`config.mk`:
```
export PLATFORM = sky130hd
export DESIGN_NAME = bad_div
export DESIGN_NICKNAME = d
export VERILOG_FILES = /design/src/bad_pkg.sv /design/src/bad_div.sv
export SDC_FILE = /design/constraint.sdc
export NUM_CORES = 1
export LEC_CHECK = 0
export BUFFER_PORTS_ARGS = -buffer_cell sky130_fd_sc_hd__buf_2
export CAP_MARGIN = 40
export CORE_ASPECT_RATIO = 0.5
export CORE_MARGIN = 10
export CORE_UTILIZATION = 60
export CTS_BUF_LIST = sky130_fd_sc_hd__clkbuf_4 sky130_fd_sc_hd__clkbuf_8
export DETAILED_ROUTE_END_ITERATION = 8
export PLACE_DENSITY = 0.95
export RECOVER_POWER = 25
export SYNTH_ARGS = -nofsm -noshare
export SYNTH_HDL_FRONTEND = slang
export SYNTH_SLANG_ARGS = --single-unit
```
`constraint.sdc`:
```
create_clock -name clk -period 4.5 [get_ports clk]
set_input_delay 0.45 -clock clk [delete_from_list [all_inputs] [get_ports clk]]
set_output_delay 0.45 -clock clk [all_outputs]
set_load 0.1 [all_outputs]
```
`src/bad_pkg.sv`:
```
package bad_pkg;

  localparam int CFG_IW = 3;
  localparam int CFG_DW = 17;
  localparam int COUNT_W = 12;
  localparam logic [COUNT_W-1:0] COUNT_MAX = 12'd4095;
  localparam int OFF_BAND_SCORE = -1000000;
  localparam int DIV_NW = 28;
  localparam int DIV_DW = 12;
  localparam int DIST_W = 17;
  localparam int FRAC_BITS = 16;

  localparam logic [2:0] MOVE_NONE = 3'b000;
  localparam logic [2:0] MOVE_DIAG = 3'b001;
  localparam logic [2:0] MOVE_VER  = 3'b010;
  localparam logic [2:0] MOVE_HOR  = 3'b100;

  typedef enum logic [CFG_IW-1:0] {
    REG_MATCH,
    REG_MISMATCH,
    REG_GAP_OPEN,
    REG_GAP_EXTEND,
    REG_THRESHOLD,
    REG_TOLERANCE,
    REG_BAND_DIVISOR
  } cfg_reg_t;

  typedef struct packed {
    logic signed [7:0] match_score;
    logic signed [7:0] mismatch_score;
    logic signed [7:0] gap_open;
    logic signed [7:0] gap_extend;
    logic [16:0]       threshold;
    logic [7:0]        tolerance;
    logic [7:0]        band_divisor;
  } cfg_t;

  localparam cfg_t CFG_RESET = '{
    match_score:    8'sd1,
    mismatch_score: -8'sd1,
    gap_open:       -8'sd2,
    gap_extend:     -8'sd1,
    threshold:      17'd6554,
    tolerance:      8'd1,
    band_divisor:   8'd0
  };

  typedef enum logic [2:0] {
    C_IDLE,
    C_KDIV,
    C_ROW,
    C_READ,
    C_CALC,
    C_FIN,
    C_QDIV,
    C_OUT
  } core_state_t;

  typedef struct packed {
    logic busy;
    logic done;
  } div_status_t;

  function automatic logic [COUNT_W-1:0] inc_count(input logic [COUNT_W-1:0] c);
    return (c == COUNT_MAX) ? c : c + 1'b1;
  endfunction

endpackage

```
`src/bad_div.sv`:
```
module bad_div (
  input  logic                        clk,
  input  logic                        rst,
  input  logic                        start,
  input  logic [bad_pkg::DIV_NW-1:0]  dividend,
  input  logic [bad_pkg::DIV_DW-1:0]  divisor,
  output bad_pkg::div_status_t        status,
  output logic [bad_pkg::DIV_NW-1:0]  quotient
);
  import bad_pkg::*;

  localparam int CW = $clog2(DIV_NW + 1);

  logic [DIV_DW-1:0] rem;
  logic [DIV_DW-1:0] dvs;
  logic [DIV_NW-1:0] quo;
  logic [CW-1:0]     count;
  logic              busy;
  logic              done;
  logic [DIV_DW:0]   rem_sh;
  logic              ge;

  assign status   = '{busy: busy, done: done};
  assign quotient = quo;
  assign rem_sh   = {rem, quo[DIV_NW-1]};
  assign ge       = rem_sh >= {1'b0, dvs};

  always_ff @(posedge clk) begin
    if (rst) begin
      busy  <= 1'b0;
      done  <= 1'b0;
      count <= '0;
    end else begin
      done <= 1'b0;
      if (start && !busy) begin
        busy  <= 1'b1;
        count <= CW'(DIV_NW);
      end else if (busy) begin
        count <= count - 1'b1;
        if (count == CW'(1)) begin
          busy <= 1'b0;
          done <= 1'b1;
        end
      end
    end
  end

  always_ff @(posedge clk) begin
    if (start && !busy) begin
      quo <= dividend;
      rem <= '0;
      dvs <= divisor;
    end else if (busy) begin
      rem <= ge ? DIV_DW'(rem_sh - {1'b0, dvs}) : rem_sh[DIV_DW-1:0];
      quo <= {quo[DIV_NW-2:0], ge};
    end
  end
endmodule

```
# Word level (Yosys, flattened, before mapping)
# Cells that the tools add are included.
# classes
n_bitwise,1
addsub,2
n_reduce_logical,5
mux,9
eq_ne,1
magnitude_cmp,1
# op_table
op,n
28-bit two-way mux,2
13-bit by 12-bit greater-or-equal comparator with 1-bit output,1
12-bit two-way mux,1
12-bit subtractor,1
5-bit two-way mux,2
"5-bit by 1-bit equality test with 1-bit output, second input constant",1
"5-bit by 1-bit subtractor with 5-bit output, second input constant",1
1-bit two-way mux,4
3-bit OR reduction,1
2-bit nonzero test,1
2-bit OR reduction,1
1-bit logical AND,1
1-bit zero test,1
1-bit NOT,1
# totals
elab_cells,26
input_bits,43
register_bits,59
out_inout_bits,30

# Depth between registers and ports, before layout
# depth
word_depth,4
mapped_depth,10
ltp_nobuf,9

# Worst setup path after synthesis
# No wires, ideal clock.
# synth_path
path_kind,register -> register
from,"register quo[27], in the netlist quotient[27]"
to,register rem[6]
setup_time_ps,79
arrival_time_ps,2450
n_path_buf,0
path_stages_with_launch,10
slack_ps,1971
required_time_ps,4421
synth_period_minus_slack_ps,2529
cell_sequence,edfxtp_1 > inv_1 > ha_1 > fa_1 > nor2b_1 > o2111ai_1 > nand3b_1 > xor2_1 > nand3_1 > o211ai_1
# synth_via
elab_chain_cells,2
word_cells_on_any_way,3
cone_classes,add/sub (1); order compare (1); mux (1)
# synth_lines
item,line_no,text
start: declaration,bad_div.sv:16,logic [DIV_NW-1:0] quo;
start signal: assignment,bad_div.sv:50,quo <= dividend;
start signal: assignment,bad_div.sv:55,"quo <= {quo[DIV_NW-2:0], ge};"
12-bit subtractor / 13-bit by 12-bit greater-or-equal comparator with 1-bit output (equally long branches),"bad_div.sv:54, bad_div.sv:26",
12-bit two-way mux *,bad_div.sv:54,"rem <= ge ? DIV_DW'(rem_sh - {1'b0, dvs}) : rem_sh[DIV_DW-1:0];"
end signal: assignment,bad_div.sv:54,
end: declaration,bad_div.sv:14,logic [DIV_DW-1:0] rem;
# Mark *: on every way between the ends. The rest lies on a longest branch, timed or not.
# A chain may end at the register's enable or synchronous reset.

# Worst setup path after layout
# layout_path
from,register busy
to,"register quo[26], in the netlist quotient[26] (data pin)"
# layout_via
elab_chain_cells,3
# layout_lines
item,line_no,text
start: declaration,bad_div.sv:18,logic busy;
start signal: assignment,bad_div.sv:30,busy <= 1'b0;
start signal: assignment,bad_div.sv:36,busy <= 1'b1;
start signal: assignment,bad_div.sv:41,busy <= 1'b0;
1-bit zero test,bad_div.sv:49,if (start && !busy) begin
1-bit logical AND,bad_div.sv:49,
28-bit two-way mux,bad_div.sv:49,
# No other way between the ends.

==> results.py <==
metrics = {
    "power": {
        "pwr-share-seq_pct": 40.8,
        "switching_share_pct": 36.3,
        "intPower_w": 0.00104,
        "peakVddDrop_mv": 0.385,
        "leakage_nw": 1.51,
        "comb_power_share_pct": 28.3,
        "power_switching_w": 0.000596,
        "clkPwrFrac_pct": 30.9,
        "power_density_nw_per_um2": 443,
    },
    "sta": {
        "skew_ns": 0.0117,
        "rsz0062_at_grt": "false",
        "hold_violations": 0,
        "finalCriticalPeriod_ns": 3.30,
        "slew_violations": 18,
        "finalCritPeriodShare_pct": 73.3,
        "worst_pin_slew_ns": 1.77,
        "max_slew_margin_pct": -18.2,
        "fmax_ghz": 0.303,
        "fin_tns_setup_ns": 0,
        "setup_violations": 0,
    },
    "critical_path": {
        "crit_type": "reg2reg",
        "cp_top_family": "simple AND/OR/NAND/NOR gates",
        "r2r_start": "busy",
        "crit_path_end_kind": "register",
        "r2r_slack_ns": 1.20,
        "slowest_delay_ns": 1.49,
        "crit_required_ns": 4.59,
        "worstPathArrival_ns": 3.39,
        "path_max_fanout": 25,
        "slowest_stage": "nor2b_1",
        "crit_start": "busy",
        "r2r-end": "quotient[26]",
        "crit_chain": "clkbuf_1 > nor2b_1 > buf_16 > mux2_2",
        "path_buf_inv": 2,
        "ff2ff_path_depth": 4,
        "cp-start-kind": "register",
    },
    "clock_network": {
        "cts_setup_buffers": 0,
        "cts_htree_levels": 3,
        "cts_resized": 0,
        "clock_latency_ns": 0.35,
        "root_buffer": "clkbuf_8",
        "cts_tree": "built",
        "clk_pin_slew_worst_paths_ns": 0.07,
        "cts_hold_buffers": 0,
        "numCtsBuffers": 9,
        "cts.path.max_buffers": 2,
        "numClockSinks": 59,
    },
    "worst_hold_path": {
        "min_from": "divisor[10]",
        "worstHoldPathCells": 1,
        "hold_end": "dvs[10]",
        "hold_path.class": "in2reg",
    },
    "synthesis": {
        "ys_types": 49,
        "synth_nets": 321,
        "yosys.area.top_type": "edfxtp_1",
        "synth_area_um2": 3050,
        "yosys-top-cells-count": "edfxtp_1 (40), mux2_2 (28), nand2_1 (24), dfxtp_1 (19), inv_1 (17)",
        "synth_top_cell_area_share_pct": 39.3,
        "yosys_warnings": 0,
        "synthArstFlopShare_pct": 0,
        "synth-edff-count": 40,
        "synth_flop_cell": "edfxtp_1",
        "synth_area_leaders": "edfxtp_1 (39%), dfxtp_1 (12%), mux2_2 (10%), ha_1 (5.7%), nand2_1 (3.0%)",
        "syn_inst": 263,
        "ys_seq_elements": 59,
        "syn_area_per_cell_um2": 11.6,
        "yosysMostFrequentCell": "edfxtp_1",
        "ys_seq_area_share_pct": 51.8,
    },
    "floorplanning": {
        "chipHeight_um": 70.4,
        "die_w_um": 121,
        "row_count": 18,
        "start_util_pct": 61.9,
        "boundaryPins": 73,
        "die-area_um2": 8510,
        "core_um2": 4930,
    },
    "finish": {
        "drive_gt1_share_pct": 33.7,
        "layout.nets": 397,
        "n_fill_cell": 278,
        "antenna_cells": 0,
        "syn2layout_area_growth_pct": 21.2,
        "fin_cells": 414,
    },
    "detailed_routing": {
        "wire_per_inst_um": 20.5,
        "dr.pass1.iters": 6,
        "antenna_left": 0,
        "drc": 0,
        "vias_per_cell": 6.07,
        "drt-total-wl_um": 8510,
        "vias": 2511,
        "drt_iter0_drc": 223,
    },
    "run_status": {
        "violations": "capacitance limit, slew limit",
        "status": "finished with violations",
    },
    "global_routing": {
        "track_usage_pct": 19.3,
        "grt_max_degree": 26,
        "grt_pass1_wl_um": 13000,
        "grt_overflow": 0,
        "grt_antenna_before_repair": 0,
        "grt_pass1_vias": 2669,
    },
    "placement": {
        "place.gp.congestion": 0.897,
        "hpwl_um": 5610,
        "io_buffers": 72,
        "dpl.cell_count": 397,
    },
    "flow_run": {
        "max-cap-violations": 1,
    },
}
stage by stage:
step	instance area (um^2)	util (%)	hold WS (ns)	total power [W]	worst slack [ns]
6_report	3700	75.0	0.271	0.00164	1.20
2_1_floorplan	3050	-	0.444	0.00104	1.97
5_1_grt	3700	75.0	0.267	0.00169	1.03
3_5_place_dp	3540	71.7	0.499	0.00114	1.93
3_3_place_gp	3440	69.8	0.472	0.00111	1.71
4_1_cts	3740	75.9	0.269	0.00164	1.85
worst max-delay path by stage:
| stage | depth (start not counted) | endpoint |
|---|---|---|
| detailed placement | 4 | quotient[12] |
| global route | 4 | quotient[1] |
| floorplan | 9 | rem[6] |
| global placement | 4 | count[3] |
| CTS | 4 | quotient[12] |
| finish | 4 | quotient[26] |
kinds of logic (layout without fill, tap and decap cells):
group / count (synthesis) / count (layout) / share of synthesized area (%)
XOR/XNOR: 10 / 10 / 2.87
multiplexers: 31 / 31 / 11.3
flip-flops: 59 / 59 / 51.8
AND/OR/NAND/NOR: 67 / 67 / 10.5
buffers and inverters: 29 / 110 / 4.22
adder cells (fa/ha/maj): 15 / 15 / 6.39
AO/OA/AOI/OAI: 52 / 52 / 12.9
routing by layer:
layer	wire length [um]	GRT usage, %	part of all wire (%)
met1	3160	20.2	37
met4	337	12.0	4.0
met2	4330	33.6	51
met5	0	0	0
met3	684	5.69	8.0
registers in the layout, indices dropped and copies added, names as in the netlist:
| signal | count |
|---|---|
| rem | 12 |
| dvs | 12 |
| busy | 1 |
| quotient | 28 |
| count | 5 |
| done | 1 |
layout by cell type, fill, tap and decap left out, types with 3 or more instances in the layout:
| cell type | synthesis | layout |
|---|---|---|
| a21oi_1 | 12 | 12 |
| a21oi_2 | 3 | 3 |
| a311oi_1 | 3 | 3 |
| buf_2 | 4 | 60 |
| clkbuf_1 | 4 | 14 |
| clkbuf_8 | 0 | 11 |
| dfxtp_1 | 19 | 19 |
| edfxtp_1 | 40 | 40 |
| ha_1 | 14 | 14 |
| inv_1 | 17 | 17 |
| mux2_2 | 28 | 28 |
| mux2i_1 | 3 | 3 |
| nand2_1 | 24 | 24 |
| nand2b_1 | 4 | 4 |
| nand3_1 | 8 | 8 |
| nor2_1 | 11 | 11 |
| nor3_1 | 8 | 8 |
| o211ai_1 | 7 | 7 |
| o21ai_0 | 5 | 5 |
| o21ai_1 | 4 | 4 |
| xnor2_1 | 6 | 6 |
| xor2_1 | 4 | 4 |
final cells by class:
cell class	instances	area [um^2]	area share [%]
Tap cell	70	87.6	2.37
Sequential cell	59	1580	42.7
Multi-Input combinational cell	175	1340	36.3
Inverter	17	63.8	1.72
Timing Repair Buffer	77	419	11.3
Clock inverter	3	38.8	1.05
Clock buffer	13	166	4.50
power by group through the flow:
stage	Combinational [W]	Clock, W	Sequential, W
global route	0.000482	0.000530	0.000675
CTS	0.000469	0.000504	0.000668
floorplan	0.000136	0	0.000907
global placement	0.000434	0	0.000679
detailed placement	0.000464	0	0.000678
finish	0.000464	0.000506	0.000670
Power figures use the tool's default switching activity.
