`src/bad_jobq.sv`:
```
module bad_jobq #(
  parameter int W = 23
) (
  input  logic         clk,
  input  logic         rst,
  input  logic         push,
  input  logic [W-1:0] din,
  input  logic         pop,
  output logic [W-1:0] dout,
  output logic         empty,
  output logic         full
);
  logic [W-1:0] slots [2];
  logic         wr_ptr;
  logic         rd_ptr;
  logic [1:0]   count;

  assign empty = (count == 2'd0);
  assign full  = (count == 2'd2);
  assign dout  = slots[rd_ptr];

  always_ff @(posedge clk) begin
    if (rst) begin
      wr_ptr <= 1'b0;
      rd_ptr <= 1'b0;
      count  <= 2'd0;
    end else begin
      if (push && !full) wr_ptr <= ~wr_ptr;
      if (pop && !empty) rd_ptr <= ~rd_ptr;
      case ({push && !full, pop && !empty})
        2'b10:   count <= count + 2'd1;
        2'b01:   count <= count - 2'd1;
        default: count <= count;
      endcase
    end
  end

  always_ff @(posedge clk) begin
    if (push && !full) slots[wr_ptr] <= din;
  end
endmodule

```
`config.mk`:
```
export PLATFORM = sky130hd
export DESIGN_NAME = bad_jobq
export DESIGN_NICKNAME = d
export VERILOG_FILES = /design/src/bad_jobq.sv
export SDC_FILE = /design/constraint.sdc
export NUM_CORES = 1
export LEC_CHECK = 0
export ABC_AREA = 1
export BUFFER_PORTS_ARGS = -buffer_cell sky130_fd_sc_hd__buf_4
export CORE_ASPECT_RATIO = 1.5
export CORE_MARGIN = 3
export CORE_UTILIZATION = 48
export CTS_BUF_LIST = sky130_fd_sc_hd__clkbuf_8
export CTS_CLUSTER_DIAMETER = 100
export DETAILED_ROUTE_END_ITERATION = 8
export PLACE_DENSITY = 0.77
export SLEW_MARGIN = 20
export SYNTH_ARGS = -nofsm -noshare
export SYNTH_HDL_FRONTEND = slang
export SYNTH_SLANG_ARGS = --single-unit
```
`constraint.sdc`:
```
create_clock -name clk -period 1.95 [get_ports clk]
set_input_delay 0.195 -clock clk [delete_from_list [all_inputs] [get_ports clk]]
set_output_delay 0.195 -clock clk [all_outputs]
set_load 0.05 [all_outputs]
```
Word level (Yosys, flattened, before mapping). Memories as Yosys holds them, arrays and structs flattened. A register that Yosys moved wholly into a read port is not among the register bits. Cells that the tools add are included.

Reduce and logical (&&, ||, !) cells: 6. Equality and inequality tests: 3. Bitwise gates (word level): 2. Multiplexer cells: 5. Add/subtract/negate cells: 2.

Operator list (count): $eq A2 B2 Y1 const B (2); $mux W1 (4); $pmux W2 S2 (1); $add A2 B1 Y2 const B (1); $eq A2 B1 Y1 const B (1); $logic_and A1 B1 Y1 (2); $logic_not A1 Y1 (2); $logic_not A2 Y1 (1); $not A1 Y1 (2); $reduce_bool A2 Y1 (1); $sub A2 B1 Y2 const B (1).

Bits in writable memories: 46. Input bits: 27. Register bits: 4. Logic and storage cells: 22. Memories kept: 1. Output and inout bits: 25.

Memories: slots (words 2, bits a word 23, rd ports 1, clocked after Yosys merged registers in 1, wr ports 1, line 13) `logic [W-1:0] slots [2];`.

Logic depth before layout (Yosys ltp). Gate-level depths: netlist of run 1.

Word-level depth: 5. Gate-level depth with buffers: 10. Mapped depth without buffers: 10.

Worst setup path after synthesis of run 1. No wires, ideal clock.

Kind: register to register. From: register count[0]. To: memory slots[0][0] (enable). Slack: -0.147 ns. Required time: 1.547 ns. Stages on the path, launching flop included: 5. Setup time: 0.403 ns. Data arrival time: 1.694 ns. Buffers on the path: 0. Period minus slack after synthesis: 2.097 ns. Cells stage by stage: dfxtp_1 nor2_4 nor2_4 inv_2 nor2_1.

Longest elaborated chain between the ends: 5.

Ends and longest elaborated chain: from (decl) (line 16) `logic [1:0] count;`; from (signal assigned) (line 31) `2'b10: count <= count + 2'd1;`; from (signal assigned) (line 32) `2'b01: count <= count - 2'd1;`; from (signal assigned) (line 33) `default: count <= count;`; $eq A2 B2 Y1 (line 19) `assign full = (count == 2'd2);`; named net full (line 11) `output logic full`; $logic_not A1 Y1 (line 39) `if (push && !full) slots[wr_ptr] <= din;`; $logic_and A1 B1 Y1 (line 39); $mux W1 (line 39); $mux W1 (not written as such) (line 39); to (decl) (line 13).

The timed path passes the listed nets, and every way through them passes these cells.

==> summary by stage, run 1 <==
Placed design
The count of port buffers added during placement is 51. The global placer's final weighted congestion is 0.7647. The total half-perimeter wirelength after legalization and detailed placement is 2480 um.

CTS
After clock tree synthesis, the flow added hold-fix buffers numbering 0. The number of sinks on the clock net is 51. Post-CTS repair changed the size of 0 cells.

The clock tree from TritonCTS is done. The longest clock path from root to sink contains 2 buffers. The cell sitting at the root of the clock tree is a sky130_fd_sc_hd__clkbuf_8.

The number of H-tree levels is 2. The total clock buffers created by CTS is 5. The clock-pin slew on the worst setup and hold paths is 0.09 ns.

The clock latency on the worst-skew pair is 0.30 ns. The number of setup buffers added after CTS is 0.

Die
From bottom edge to top edge, the die measures 83.73 um. The initial core utilization is 51.09%. The region available for standard cell placement spans 3784 um^2. The floorplan step set the die width to 57.82 um. The count of standard-cell rows is 27. The die outline area is 4841 um^2. The I/O pin count is 52.

Timing
Counting I/O delays and the setup requirement, the final critical path takes 1.784 ns. The final-report setup violation count is 0. The worst hold margin is 0.07520 ns.

The worst-case clock skew is 0.007774 ns. The fmax is 0.5604 GHz. Setup repair after global routing left no endpoint under its margin. The total count of max-transition violations in the final report is 0. The pin slew with the least headroom to its limit is 0.3628 ns. The final-report hold violation count is 0.

Dividing the final minimum period by the clock period gives 91.51%. The worst pin sits at a relative slew slack of 75.78%. The final sum of negative setup slack is 0 ns.

Setup path
Traced cell by cell, the critical path runs through buf_12 -> mux2_2 -> buf_4. The depth of the worst register-to-register path is 5. The kind of critical path is register to primary output. The worst register-to-register path begins at count[0]. The startpoint kind of the worst setup timing path is a register. Data on the critical path is required at its endpoint by 1.75 ns. The data arrival time at the worst-slack endpoint is 1.59 ns. The register-to-register path setup slack is 0.47 ns. The delay of the slowest cell on the worst path is 0.54 ns. The library cell contributing the largest single delay on the critical path is sky130_fd_sc_hd__dfxtp_1. The highest net fanout along the worst path is 17. The worst setup path is captured at a primary output. In this run the critical register-to-register path is captured at slots[1][10].

Synthesis
The mapped netlist covers 1933 um^2. The sequential-to-total area share from yosys stat is 76.63%. In this run, distinct cell masters in the synthesized netlist total 14. The net count after synthesis is 139. The total of warnings raised by yosys is 0. Averaged over all synthesized cells, the footprint is 17.42 um^2. The register bit count reported by yosys is 51. The post-synthesis cell count is 111.

Route
Dividing the detail-routed wire length by the instance count gives 14.74 um. The post-detailed-route DRC marker count is 0. In this run the remaining antenna-violating nets after routing total 0. The overall via count from detail_route is 1051. The violation count after the first detailed-routing iteration is 27.

The sum of routed wire segments on met1 is 1151 um. The first TritonRoute pass finished after 4 iterations. The mean number of vias per cell is 4.888. The wire length on met3 is 224 um. The highest metal layer used by the detailed router is met4. Summed over all layers, the routed wires come to 3169 um. Detailed routing placed a total of 1711 um of wire on met2.

Global routing
The number of global-route vias before repair was 1159. The first global-routing pass estimated 5368 um of wire. After global routing the overflow that remains totals 0. Global routing used 14.95% of the available tracks. The initial antenna violation count is 0. Entering global routing, the biggest net connects 18 pins.

Hold path
Along the worst hold path, the cell count comes to 1. The path type of the worst min-delay path is primary input to register. The endpoint of the worst hold-timing path is slots[0][0]. The worst hold path begins at din[0].

Finish
The antenna diode instance count is 0. Cells with a size suffix above 1 make up 53.49% of the layout. For this run, the post-layout net count is 199. Relative to the synthesized area, the layout overhead comes to 28.80%.

Power
The power per standard cell area is 1204 nW/um^2. The standby leakage power is 0.9757 nW. The peak ir drop on the vdd network is 809.2 uV.

Status
The run finished with clean final reports.

Job
Max-cap violations in this run came to 0.
## registers in the layout, summed over array words and instances (netlist names), named ones only
| signal | flops |
|---|---|
| rd_ptr | 1 |
| slots | 46 |
| count | 2 |
| wr_ptr | 1 |
## routing by layer
layer  global-route usage (%)  vias to the layer above
met3                    4.334                        8
met5                        0                        -
met4                    7.595                        0
li1                         -                      519
met2                    26.44                       39
met1                    15.41                      485
## worst max-delay path by stage
| stage | end | slack (ns) | cells after the start |
|---|---|---|---|
| after floorplan | slots[0][0] | 0.24 | 4 |
| after global placement | dout[18] | 0.51 | 3 |
| after detailed placement | slots[1][11] | 0.46 | 5 |
| after CTS | dout[8] | 0.14 | 3 |
| after global routing | dout[8] | 0.09 | 3 |
| final | dout[8] | 0.17 | 3 |
## kinds of logic after synthesis
logic type	Yosys count	synth area share, %
adder cells (fa/ha/maj)	1	0.6471
buffers and inverters	11	2.913
AND/OR/NAND/NOR	23	5.891
flip-flops	51	76.63
multiplexers	23	13.40
AO/OA/AOI/OAI	2	0.5173
## synthesized netlist by cell type
library cell | count | area (um^2)
sky130_fd_sc_hd__o21ai_0 | 1 | 5.000
sky130_fd_sc_hd__a21oi_1 | 1 | 5.000
sky130_fd_sc_hd__inv_1 | 7 | 26.28
sky130_fd_sc_hd__buf_6 | 2 | 22.52
sky130_fd_sc_hd__nor2_1 | 10 | 37.54
sky130_fd_sc_hd__edfxtp_1 | 46 | 1381
sky130_fd_sc_hd__ha_1 | 1 | 12.51
sky130_fd_sc_hd__nor2_4 | 3 | 33.78
sky130_fd_sc_hd__nand2_1 | 8 | 30.03
sky130_fd_sc_hd__inv_2 | 2 | 7.510
sky130_fd_sc_hd__nor2_2 | 1 | 6.260
sky130_fd_sc_hd__dfxtp_1 | 5 | 100.1
sky130_fd_sc_hd__mux2_2 | 23 | 259.0
sky130_fd_sc_hd__nand4_1 | 1 | 6.260
## area by class of cell
class                      instances  area, um^2
sequential                        51        1481
fill                             280        1294
timing repair buffer              55       437.9
multi-input combinational         49       397.9
clock buffer                       5       68.82
tap                               43       53.80
inverter                           9       33.78
clock inverter                     3       16.27
## through the flow
stage	total power, W	util [%]	setup slack (ns)	instances	cell area (um^2)
finish	0.002997	65.81	0.1655	215	2490
global placement	0.002448	63.56	0.5148	207	2405
global route	0.003144	65.81	0.08686	215	2490
detailed placement	0.002479	63.56	0.4572	207	2405
floorplan	0.002167	-	0.2435	111	1936
CTS	0.003033	65.81	0.1432	215	2490
## cell usage in the layout, fill, tap and decap left out
| cell | count |
|---|---|
| sky130_fd_sc_hd__nor2_2 | 2 |
| sky130_fd_sc_hd__clkinv_2 | 1 |
| sky130_fd_sc_hd__clkinvlp_4 | 1 |
| sky130_fd_sc_hd__nor2_4 | 3 |
| sky130_fd_sc_hd__dfxtp_1 | 5 |
| sky130_fd_sc_hd__o21ai_0 | 1 |
| sky130_fd_sc_hd__buf_4 | 53 |
| sky130_fd_sc_hd__buf_12 | 2 |
| sky130_fd_sc_hd__nand2_1 | 8 |
| sky130_fd_sc_hd__nand4_1 | 1 |
| sky130_fd_sc_hd__inv_2 | 2 |
| sky130_fd_sc_hd__a21oi_1 | 1 |
| sky130_fd_sc_hd__inv_1 | 8 |
| sky130_fd_sc_hd__mux2_2 | 23 |
| sky130_fd_sc_hd__clkbuf_8 | 5 |
| sky130_fd_sc_hd__ha_1 | 1 |
| sky130_fd_sc_hd__edfxtp_1 | 46 |
| sky130_fd_sc_hd__nor2_1 | 9 |
## where the power goes
part,total [W],internal (W),switching (W)
clock network,0.000554,0.000245,0.000308
registers,0.00140,0.00133,0.0000621
logic,0.00105,0.000369,0.000677
## critical path: cells and delay by family, from the launching register on
family,cells,cell delay [ns]
buf+inv,2,0.39
flops,1,0.54
mux,1,0.35
Note: power is estimated with default switching activity, not from simulation.
==> run 2: changes to the inputs <==
==> constraint.sdc (replaced) <==
create_clock -name clk -period 1.95 [get_ports clk]
set_input_delay 0.0975 -clock clk [delete_from_list [all_inputs] [get_ports clk]]
set_output_delay 0.0975 -clock clk [all_outputs]
set_load 0.05 [all_outputs]
==> summary by stage, run 2 (same netlist as run 1, synthesis figures left out) <==
Status
Status: complete, no violations (unchanged).

Die
The chip width is 57.82 um (unchanged). The count of standard-cell rows came to 27 (unchanged). The I/O pin count is 52 (unchanged). The initial core utilization is 51.09% (unchanged).

The placeable core region is 3784 um^2 (unchanged). The die outline area is 4841 um^2 (unchanged). The die outline height is 83.73 um (unchanged).

Finish
Most frequent cells in the layout: sky130_fd_sc_hd__buf_4, sky130_fd_sc_hd__edfxtp_1, sky130_fd_sc_hd__mux2_2, sky130_fd_sc_hd__dlygate4sd3_1, sky130_fd_sc_hd__nor2_1 (was sky130_fd_sc_hd__buf_4, sky130_fd_sc_hd__edfxtp_1, sky130_fd_sc_hd__mux2_2). The signed area change from the synthesized netlist to the final layout is 41.62% (was 28.80%). The flip-flop count of the largest register, all copies and words added was 46 (unchanged).

The largest register by flop count is slots (unchanged). The number of standard cells in the layout, taps in and fillers out came to 237 (was 215). The antenna diode instance count is 0 (unchanged). The footprint of the multi-input gates is 397.9 um^2 (unchanged). The sequential cell area in the final layout was 1481 um^2 (unchanged).

The share of layout cells above drive strength 1 is 46.91% (was 53.49%). The leading cell type in the layout, fill and taps excluded is sky130_fd_sc_hd__buf_4 (unchanged). The number of nets in the finished design is 222 (was 199). The fill cell instance count of the final layout is 255 (was 280).

Largest registers in the final layout: slots x46, count x2 (unchanged).

Route
The post-detailed-route DRC marker count came to 0 (unchanged). The number of nets with antenna violations after detailed routing is 0 (unchanged). The routed wire length per instance is 14.98 um (was 14.74 um).

The violation count after the first detailed-routing iteration was 14 (was 27). The overall via count from detail_route was 1120 (was 1051). The mean number of vias per cell came to 4.726 (was 4.888). The length of the first detailed-routing pass in iterations is 2 (was 4). The post-detailed-routing wire length is 3550 um (was 3169 um).

Global routing
The final global-route overflow total came to 0 (unchanged). The pin count of the biggest net entering global routing is 18 (unchanged). The number of global-route vias before repair came to 1280 (was 1159). The first-pass GRT wire length is 5775 um (was 5368 um). The initial antenna violation count came to 0 (unchanged). The overall routing resource usage was 15.71% (was 14.95%).

Hold path
The path type of the worst min-delay path is primary input to register (unchanged).

Setup path
The register-to-register path setup slack is 0.45 ns (was 0.47 ns). The delay of the slowest cell on the worst path came to 0.55 ns (was 0.54 ns). The endpoint required time on the critical path is 1.85 ns (was 1.75 ns). The critical path buffer and inverter count is 2 (unchanged).

The end of the critical path was dout[19] (was dout[8]). The kind of end point of the critical path is a primary output (unchanged). The kind of critical path was register to primary output (unchanged). The depth of the worst register-to-register path is 5 (unchanged). The library cell contributing the largest single delay on the critical path is sky130_fd_sc_hd__dfxtp_1 (unchanged). The startpoint of the most critical register-to-register path was count[0] (unchanged).

The critical path depth in cells came to 3 (unchanged). The highest net fanout along the worst path came to 17 (unchanged). The critical register-to-register path endpoint is slots[0][10] (was slots[1][10]).

The cell family with the largest share of critical-path delay was flip-flops (unchanged). The startpoint kind of the worst setup timing path is a register (unchanged). The data arrival time at the worst-slack endpoint is 1.59 ns (about the same). Cell Chain, Critical Path: buf_12 -> mux2_2 -> buf_4 (unchanged).

CTS
The clock latency on the worst-skew pair is 0.29 ns (was 0.30 ns). The number of sinks on the clock net came to 51 (unchanged). The root cell of the clock tree was sky130_fd_sc_hd__clkbuf_8 (unchanged). The clock tree from TritonCTS is done (unchanged). The total clock buffers created by CTS was 5 (unchanged). The number of H-tree levels is 2 (unchanged). The clock-pin slew on the worst setup and hold paths is 0.07 ns (was 0.09 ns).

The post-cts gate resize count is 0 (unchanged). The maximum count of clock buffers along a single path is 2 (unchanged).

Power
The overall power of the completed layout came to 0.003153 W (was 0.002997 W). The standby leakage power is 1.082 nW (was 0.9757 nW). The peak ir drop on the vdd network is 854.0 uV (was 809.2 uV).

The power per standard cell area came to 1152 nW/um^2 (was 1204 nW/um^2).

Timing
The headroom to the max-slew limit is 74.79% (was 75.78%). The final worst setup slack came to 0.2628 ns (was 0.1655 ns). The total count of max-transition violations in the final report is 0 (unchanged). Setup repair after global routing missed its margin: no (unchanged). The final sum of negative setup slack came to 0 ns (unchanged). The fmax is 0.5927 GHz (was 0.5604 GHz). The pin slew with the least headroom to its limit is 0.3776 ns (was 0.3628 ns). The worst-case clock skew is 0.007596 ns (was 0.007774 ns). The final-report hold violation count is 0 (unchanged). The final-report setup violation count was 0 (unchanged). The minimum clock period after layout is 1.687 ns (was 1.784 ns).

The final period utilization is 86.52% (was 91.51%).

Job
The total of max-cap violations is 0 (unchanged).

Placed design
The pre-CTS setup slack is 0.4440 ns (was 0.4572 ns). The instance count after placement with tap cells included is 207 (unchanged). The count of port buffers added during placement came to 51 (unchanged).

The global placer's final weighted congestion came to 0.6928 (was 0.7647). The total half-perimeter wirelength after legalization and detailed placement came to 2448 um (was 2480 um).
## run 2: cell count changes in the layout (fill, tap and decap cells not counted), sizes merged
cell / previous run / this run
bufinv: 0 / 1
clkinv: 1 / 0
dlygate4sd3: 0 / 23
clkinvlp: 1 / 0
## run 2: cell type report
class | count | area share (%)
flip-flops and latches | 51 | 54.11
clock inverters | 2 | 1.234
clock buffers | 5 | 2.514
multi-input cells | 49 | 14.53
inverters | 9 | 1.234
repair buffers | 78 | 24.41
well taps | 43 | 1.965
## run 2: worst min-delay path, delay by kind of cell
family                 cells  cell delay [ns]
buffers and inverters      2             0.14
AND/OR/NAND/NOR            2             0.10
## run 2: power by group
group          switching, W  total [W]  internal [W]  leakage (nW)
Sequential        0.0000627    0.00140       0.00133         0.471
Combinational      0.000687    0.00109      0.000399         0.555
Clock              0.000299   0.000670      0.000371        0.0554
Total               0.00105    0.00315       0.00210          1.08
## run 2: metrics by stage
stage | util [%] | hold WS (ns) | instance area (um^2)
after floorplan | - | 0.1964 | 1936
after global placement | 63.56 | 0.2839 | 2405
after detailed placement | 63.56 | 0.2881 | 2405
after CTS | 72.35 | 0.08552 | 2738
after global routing | 72.35 | 0.1124 | 2738
final | 72.35 | 0.1017 | 2738
## run 2: how the worst min path moves through the flow
stage | slack [ns] | cells past startpoint | to | startpoint
after floorplan | 0.20 | 0 | slots[0][0] | din[0]
after global placement | 0.28 | 1 | slots[1][13] | din[13]
after detailed placement | 0.29 | 1 | slots[0][13] | din[13]
after CTS | 0.09 | 4 | wr_ptr | rst
after global routing | 0.11 | 4 | wr_ptr | rst
final | 0.10 | 4 | wr_ptr | rst
## run 2: metal layers
metal  up-vias  global-route usage [%]  part of all wire [%]
met4         0                   4.430                  0.82
met2        37                   29.01                    55
met5         -                       0                     0
met1       515                   16.74                    39
met3         4                   4.489                   5.0
li1        564                       -                     -
## run 2: what timing repair did
action,CTS,global route
setup buffers,0,0
hold buffers,23,0
hold endpoints to repair,46,0
